**config.mk**
```make
export PLATFORM = sky130hd
export DESIGN_NAME = uts_pow
export DESIGN_NICKNAME = d
export VERILOG_FILES = /design/src/hdl/uts_pkg.sv /design/src/hdl/uts_pow.sv
export SDC_FILE = /design/constraint.sdc
export NUM_CORES = 2
export LEC_CHECK = 0
export BUFFER_PORTS_ARGS = -buffer_cell sky130_fd_sc_hd__buf_2
export CAP_MARGIN = 25
export CORE_ASPECT_RATIO = 1.75
export CORE_MARGIN = 3
export CORE_UTILIZATION = 36
export DETAILED_ROUTE_END_ITERATION = 8
export PLACE_DENSITY = 0.53
export RECOVER_POWER = 100
export SLEW_MARGIN = 40
export SYNTH_ARGS = -nofsm -noshare
export SYNTH_HDL_FRONTEND = slang
export SYNTH_SLANG_ARGS = --single-unit
```
**constraint.sdc**
```tcl
create_clock -name clk_i -period 29 [get_ports clk_i]
set_clock_uncertainty 0.2 [all_clocks]
set_input_delay 2.9 -clock clk_i [delete_from_list [all_inputs] [get_ports clk_i]]
set_output_delay 2.9 -clock clk_i [all_outputs]
set_load 0.02 [all_outputs]
```
**src/hdl/uts_pkg.sv**
```systemverilog
`default_nettype none

package uts_pkg;

  // matrix geometry and number format
  localparam int unsigned NUM_ROWS  = 16;
  localparam int unsigned NUM_COLS  = 16;
  localparam int unsigned ROW_W     = 4;
  localparam int unsigned COL_W     = 4;
  localparam int unsigned ADDR_W    = ROW_W + COL_W;
  localparam int unsigned FRAC_BITS = 16;
  localparam int unsigned WORD_W    = 32;
  localparam int unsigned SUM_W     = 36;
  localparam int unsigned ERR_W     = 40;
  localparam int unsigned LOG_STEPS = 16;

  localparam logic [WORD_W-1:0] WORD_ONES = '1;
  localparam logic [WORD_W-1:0] WORD_UNIT = WORD_W'(1) << FRAC_BITS;
  localparam logic [16:0]       EXP_ONE   = 17'd65536;

  // item codes
  typedef enum logic [2:0] {
    MODE_LOAD_ENTRY = 3'd0,
    MODE_LOAD_ROW   = 3'd1,
    MODE_LOAD_COL   = 3'd2,
    MODE_RUN        = 3'd3,
    MODE_READ       = 3'd4
  } mode_e;

  localparam logic [1:0] STATUS_OK    = 2'd0;
  localparam logic [1:0] STATUS_RANGE = 2'd1;
  localparam logic [1:0] STATUS_SAT   = 2'd2;

  // configuration register indexes
  localparam logic [2:0] CFG_ROWS     = 3'd0;
  localparam logic [2:0] CFG_COLS     = 3'd1;
  localparam logic [2:0] CFG_EXPONENT = 3'd2;
  localparam logic [2:0] CFG_TOL      = 3'd3;
  localparam logic [2:0] CFG_MAX_ITER = 3'd4;

  // request to and response from the power unit
  typedef struct packed {
    logic              start;
    logic [WORD_W-1:0] target;
    logic [SUM_W-1:0]  sum;
    logic [16:0]       expo;
  } pow_req_t;

  typedef struct packed {
    logic              done;
    logic [WORD_W-1:0] factor;
    logic              sat;
  } pow_rsp_t;

  typedef logic [LOG_STEPS-1:0][WORD_W-1:0] exp_tab_t;

  // integer square root, evaluated at elaboration only
  function automatic logic [63:0] isqrt64(input logic [63:0] v);
    logic [63:0] r;
    logic [63:0] bitv;
    logic [63:0] rem;
    r    = '0;
    bitv = 64'd1 << 62;
    rem  = v;
    for (int i = 0; i < 32; i++) begin
      if (rem >= r + bitv) begin
        rem = rem - (r + bitv);
        r   = (r >> 1) + bitv;
      end else begin
        r = r >> 1;
      end
      bitv = bitv >> 2;
    end
    return r;
  endfunction

  // 2^(2^-(k+1)) in Q1.30
  function automatic exp_tab_t build_exp_tab();
    exp_tab_t    tab;
    logic [63:0] v;
    v = 64'd2 << 30;
    for (int k = 0; k < LOG_STEPS; k++) begin
      v      = isqrt64(v << 30);
      tab[k] = v[WORD_W-1:0];
    end
    return tab;
  endfunction

  localparam exp_tab_t EXP_TAB = build_exp_tab();

endpackage

`default_nettype wire

```
**src/hdl/uts_pow.sv**
```systemverilog
`default_nettype none

module uts_pow (
  input  wire logic            clk_i,
  input  wire logic            rst_ni,
  input  wire uts_pkg::pow_req_t req_i,
  output uts_pkg::pow_rsp_t    rsp_o
);

  import uts_pkg::*;

  typedef enum logic [2:0] {
    P_IDLE,
    P_NORM,
    P_SQR,
    P_MULE,
    P_EXP,
    P_SHIFT
  } pstate_e;

  pstate_e             state_q;
  logic [SUM_W-1:0]    x_q;
  logic [SUM_W-1:0]    s_q;
  logic [5:0]          b_q;
  logic                pass_q;
  logic [3:0]          k_q;
  logic [30:0]         m_q;
  logic [15:0]         frac_q;
  logic signed [23:0]  logt_q;
  logic signed [24:0]  diff_q;
  logic signed [26:0]  p_q;
  logic [30:0]         mant_q;
  logic [16:0]         e_q;
  logic [WORD_W-1:0]   factor_q;
  logic                sat_q;
  logic                done_q;

  // shared multiplier
  logic signed [32:0]  mul_a;
  logic signed [32:0]  mul_b;
  logic signed [65:0]  prod;

  always_comb begin
    case (state_q)
      P_SQR: begin
        mul_a = {2'b00, m_q};
        mul_b = {2'b00, m_q};
      end
      P_MULE: begin
        mul_a = {{8{diff_q[24]}}, diff_q};
        mul_b = {16'd0, e_q};
      end
      P_EXP: begin
        mul_a = {2'b00, mant_q};
        mul_b = {1'b0, EXP_TAB[k_q]};
      end
      default: begin
        mul_a = '0;
        mul_b = '0;
      end
    endcase
  end

  assign prod = mul_a * mul_b;

  // squaring step of the log
  logic [31:0]        sq;
  logic [30:0]        m_next;
  logic [15:0]        frac_next;
  logic [7:0]         b_off;
  logic signed [23:0] log_w;
  logic signed [24:0] diff_w;

  assign sq        = prod[61:30];
  assign m_next    = sq[31] ? sq[31:1] : sq[30:0];
  assign frac_next = {frac_q[14:0], sq[31]};
  assign b_off     = {2'b00, b_q} - 8'd16;
  assign log_w     = {b_off, frac_next};
  assign diff_w    = {logt_q[23], logt_q} - {log_w[23], log_w};

  // final scaling by the integer part
  logic signed [10:0] ip;
  logic signed [11:0] sh;
  logic signed [11:0] nsh;
  logic [63:0]        wide;
  logic [31:0]        shr;

  assign ip   = p_q[26:16];
  assign sh   = {ip[10], ip} - 12'sd14;
  assign nsh  = -sh;
  assign wide = {33'd0, mant_q} << sh[5:0];
  assign shr  = {1'b0, mant_q} >> nsh[4:0];

  always_ff @(posedge clk_i or negedge rst_ni) begin
    if (!rst_ni) begin
      state_q <= P_IDLE;
      done_q  <= 1'b0;
      sat_q   <= 1'b0;
    end else begin
      done_q <= 1'b0;
      case (state_q)
        P_IDLE: begin
          if (req_i.start) begin
            e_q <= req_i.expo;
            if (req_i.expo == '0) begin
              factor_q <= WORD_UNIT;
              sat_q    <= 1'b0;
              done_q   <= 1'b1;
            end else if (req_i.sum == '0) begin
              factor_q <= WORD_ONES;
              sat_q    <= 1'b1;
              done_q   <= 1'b1;
            end else if (req_i.target == '0) begin
              factor_q <= '0;
              sat_q    <= 1'b0;
              done_q   <= 1'b1;
            end else begin
              x_q     <= {4'd0, req_i.target};
              s_q     <= req_i.sum;
              b_q     <= 6'd35;
              pass_q  <= 1'b0;
              sat_q   <= 1'b0;
              state_q <= P_NORM;
            end
          end
        end
        // one bit of leading-one search per cycle
        P_NORM: begin
          if (x_q[SUM_W-1]) begin
            m_q     <= x_q[SUM_W-1:5];
            frac_q  <= '0;
            k_q     <= '0;
            state_q <= P_SQR;
          end else begin
            x_q <= x_q << 1;
            b_q <= b_q - 6'd1;
          end
        end
        P_SQR: begin
          m_q    <= m_next;
          frac_q <= frac_next;
          k_q    <= k_q + 4'd1;
          if (k_q == 4'd15) begin
            if (!pass_q) begin
              logt_q  <= log_w;
              x_q     <= s_q;
              b_q     <= 6'd35;
              pass_q  <= 1'b1;
              state_q <= P_NORM;
            end else begin
              diff_q  <= diff_w;
              state_q <= P_MULE;
            end
          end
        end
        P_MULE: begin
          p_q     <= prod[42:16];
          mant_q  <= 31'd1 << 30;
          k_q     <= '0;
          state_q <= P_EXP;
        end
        P_EXP: begin
          if (p_q[4'd15 - k_q]) begin
            mant_q <= prod[60:30];
          end
          k_q <= k_q + 4'd1;
          if (k_q == 4'd15) begin
            state_q <= P_SHIFT;
          end
        end
        P_SHIFT: begin
          if (!sh[11]) begin
            if (sh > 12'sd32 || wide[63:32] != '0) begin
              factor_q <= WORD_ONES;
              sat_q    <= 1'b1;
            end else begin
              factor_q <= wide[31:0];
            end
          end else if (nsh >= 12'sd31) begin
            factor_q <= '0;
          end else begin
            factor_q <= shr;
          end
          done_q  <= 1'b1;
          state_q <= P_IDLE;
        end
        default: state_q <= P_IDLE;
      endcase
    end
  end

  assign rsp_o.done   = done_q;
  assign rsp_o.factor = factor_q;
  assign rsp_o.sat    = sat_q;

endmodule

`default_nettype wire

```
==> impl_metrics.sql <==
INSERT INTO impl_metrics (metric_group, metric, value, unit) VALUES
('grt', 'first_pass_grt_wire_length', '296100', 'um'),
('detailed_routing', 'route.final.wire_length', '203600', 'um'),
('floorplan', 'die_h', '508.8', 'um'),
('clocking', 'clockRootBuffer', 'sky130_fd_sc_hd__clkbuf_16', ''),
('setup_path', 'cp_max_fo', '72', ''),
('detailed_routing', 'route.detailed.drc', '0', ''),
('outcome', 'run_status', 'finished with violations', ''),
('detailed_routing', 'dr_total_vias', '40990', ''),
('setup_path', 'critical_path_depth', '42', ''),
('yosys', 'synthFlopType', 'sky130_fd_sc_hd__edfxtp_1', ''),
('hold_path', 'hold_path_class', 'flop to flop', ''),
('clocking', 'cts_max_level', '2', ''),
('setup_path', 'path_class', 'flop to flop', ''),
('floorplan', 'placeable_core_area', '142900', 'um2'),
('yosys', 'netlist-cell-type-count', '88', ''),
('final_layout', 'post-route-util', '0.3926', ''),
('yosys', 'netlist_area', '52000', 'um2'),
('run', 'maxCapViolCount', '17', ''),
('detailed_routing', 'postRouteAntennaNets', '0', ''),
('grt', 'antenna_violations_before_repair', '1', ''),
('timing', 'setup_total_negative_slack', '0', 'ps'),
('clocking', 'cts-root-to-sink-buffers', '3', ''),
('setup_path', 'crit_top_cell', 'sky130_fd_sc_hd__fa_1', ''),
('placement', 'detailed_place.area', '55280', 'um2'),
('setup_path', 'worst-r2r-cell-count', '42', ''),
('detailed_routing', 'detailedRoute.firstPassIterationCount', '6', ''),
('setup_path', 'setup.worst_path.end_class', 'flop', ''),
('clocking', 'post_cts_resized', '0', ''),
('timing', 'rsz0062_at_grt', 'no', ''),
('setup_path', 'crit_path_start_kind', 'flop', ''),
('floorplan', 'initial_core_util', '0.3640', ''),
('clocking', 'cts_inserted_buffers', '35', ''),
('clocking', 'cts.sink_count', '317', ''),
('final_layout', 'drive_above_1_share', '0.06509', ''),
('timing', 'timing_max_transition_violations_final', '630', ''),
('setup_path', 'timing.critical_path.slowest_cell_delay', '2330', 'ps'),
('floorplan', 'io-pin-count', '122', ''),
('yosys', 'synth-edff-count', '283', ''),
('detailed_routing', 'avgRoutedWirePerCell', '27.40', 'um'),
('final_layout', 'most-common-layout-cells', '1,068 x sky130_fd_sc_hd__inv_1, 1,023 x sky130_fd_sc_hd__fa_1, 724 x sky130_fd_sc_hd__nor2_1', ''),
('timing', 'report.final.setup_viol', '0', ''),
('final_layout', 'area_growth_syn_to_layout', '7.850', '%'),
('detailed_routing', 'initialDrtViolationCount', '3149', ''),
('final_layout', 'design_area', '56090', 'um2'),
('floorplan', 'std_cell_rows', '183', ''),
('timing', 'max_slew.worst_pin.slew', '3335', 'ps'),
('floorplan', 'dieWidth', '293.3', 'um'),
('timing', 'timing_hold_violations_final', '0', ''),
('yosys', 'synth.yosys.seq_area_share', '0.1770', ''),
('placement', 'port_buffers', '121', ''),
('placement', 'dp_hpwl', '159800', 'um'),
('final_layout', 'num-fill-cells', '14540', ''),
('yosys', 'yosys.area.top_type_share', '0.3938', ''),
('yosys', 'yosys.area.top_type', 'sky130_fd_sc_hd__fa_1', ''),
('final_layout', 'mostFrequentLayoutCell', 'sky130_fd_sc_hd__inv_1', ''),
('yosys', 'async_flop_share', '0.01577', ''),
('outcome', 'violations', 'max-capacitance violations, max-slew violations', ''),
('clocking', 'post-cts-setup-buffers', '0', ''),
('grt', 'grt_remaining_overflow', '0', ''),
('yosys', 'postSynthCellCount', '5531', ''),
('clocking', 'tritoncts', 'built', ''),
('setup_path', 'path_delay_family', 'buffers and inverters', ''),
('clocking', 'clkTransAtPathRegs', '60', 'ps'),
('hold_path', 'whs_path_depth', '0', ''),
('floorplan', 'die_area', '149200', 'um2'),
('setup_path', 'worstPathBufferInverterCount', '8', ''),
('final_layout', 'design.final.nets', '6878', ''),
('clocking', 'clkLatencyLatePin', '560', 'ps'),
('timing', 'final_period_minus_worst_setup_slack', '20850', 'ps'),
('detailed_routing', 'drt-vias-per-instance', '5.517', ''),
('grt', 'grt_start_max_net_pins', '76', '');
logic make-up after synthesis:
family | count (synthesis) | synth area share
simple gates | 1668 | 0.1328
buf+inv | 1374 | 0.1012
fa+ha+maj | 1238 | 0.4455
compound gates | 689 | 0.08635
flops | 317 | 0.1770
mux | 142 | 0.03999
xor+xnor | 101 | 0.01701
other cells | 2 | 0.0001444
worst register-to-register path: cells and delay by family (launching register included):
family / cells / cell delay (ps)
DFF: 1 / 380
xor gates and xnor gates: 1 / 140
and+or+nand+nor: 5 / 1160
AOI/OAI and AO/OA: 17 / 5510
adders and majority gates: 11 / 5140
buffers and inverters: 8 / 8040
worst paths after layout:
kind                                               from                      to  slack [ps]
worst min-delay path            frac_q[7]$_SDFFCE_PP0P_     logt_q[8]$_DFFE_PP_         250
worst max register to register   state_q[0]$_DFFE_PN0P_    diff_q[16]$_DFFE_PP_        8150
max in group asynchronous                        rst_ni  state_q[0]$_DFFE_PN0P_       26080
worst max-delay path             state_q[0]$_DFFE_PN0P_    diff_q[16]$_DFFE_PP_        8150
worst min register to register  frac_q[7]$_SDFFCE_PP0P_     logt_q[8]$_DFFE_PP_         250
min in group asynchronous                        rst_ni  state_q[2]$_DFFE_PN0P_        2110
registers in the layout, summed over array words and instances, names as in the netlist, 6 cells and up, named ones only:
register / count
factor_q: 32
mant_q: 31
b_q: 6
e_q: 17
p_q: 27
m_q: 31
x_q: 36
s_q: 36
logt_q: 23
frac_q: 15
diff_q: 24
layout make-up:
class / instances / area (um2) / share of cell area
antenna: 3 / 7.507 / 0.0001338
clock buffer: 48 / 977.2 / 0.01742
clock inverter: 14 / 135.1 / 0.002409
inverter: 1071 / 4021 / 0.07170
multi-input combinational: 3863 / 37900 / 0.6757
sequential: 317 / 9205 / 0.1641
tap: 1850 / 2315 / 0.04127
timing repair buffer: 264 / 1529 / 0.02726
stage by stage:
stage,hold slack (ps),std cells,setup WS [ps]
5_1_grt,258.4,7427,7041
6_report,245.3,7430,8155
4_1_cts,246.2,7427,14660
3_5_place_dp,233.1,7365,14710
2_1_floorplan,226.4,5554,17280
3_3_place_gp,229.7,7361,14980
per-layer routing:
layer / vias up / GRT usage / routed length, um
li1: 17360 / - / -
met1: 21170 / 0.2866 / 66940
met2: 1793 / 0.4975 / 104800
met3: 674 / 0.03918 / 11690
met4: 0 / 0.2154 / 20210
met5: - / 0 / 0
Yosys cell counts, types with 50 or more instances:
library cell               instances
sky130_fd_sc_hd__ha_1            215
sky130_fd_sc_hd__mux4_2           50
sky130_fd_sc_hd__o21ai_0         111
sky130_fd_sc_hd__mux2i_1          66
sky130_fd_sc_hd__a21oi_1         217
sky130_fd_sc_hd__nor3_1           50
sky130_fd_sc_hd__clkbuf_1        243
sky130_fd_sc_hd__xnor2_1          66
sky130_fd_sc_hd__fa_1           1023
sky130_fd_sc_hd__edfxtp_1        283
sky130_fd_sc_hd__nor2_1          728
sky130_fd_sc_hd__inv_1          1065
sky130_fd_sc_hd__nand2_1         665
Power is not shown: default switching activity piles up to over one toggle a cycle in this logic, so the estimate is an artifact.
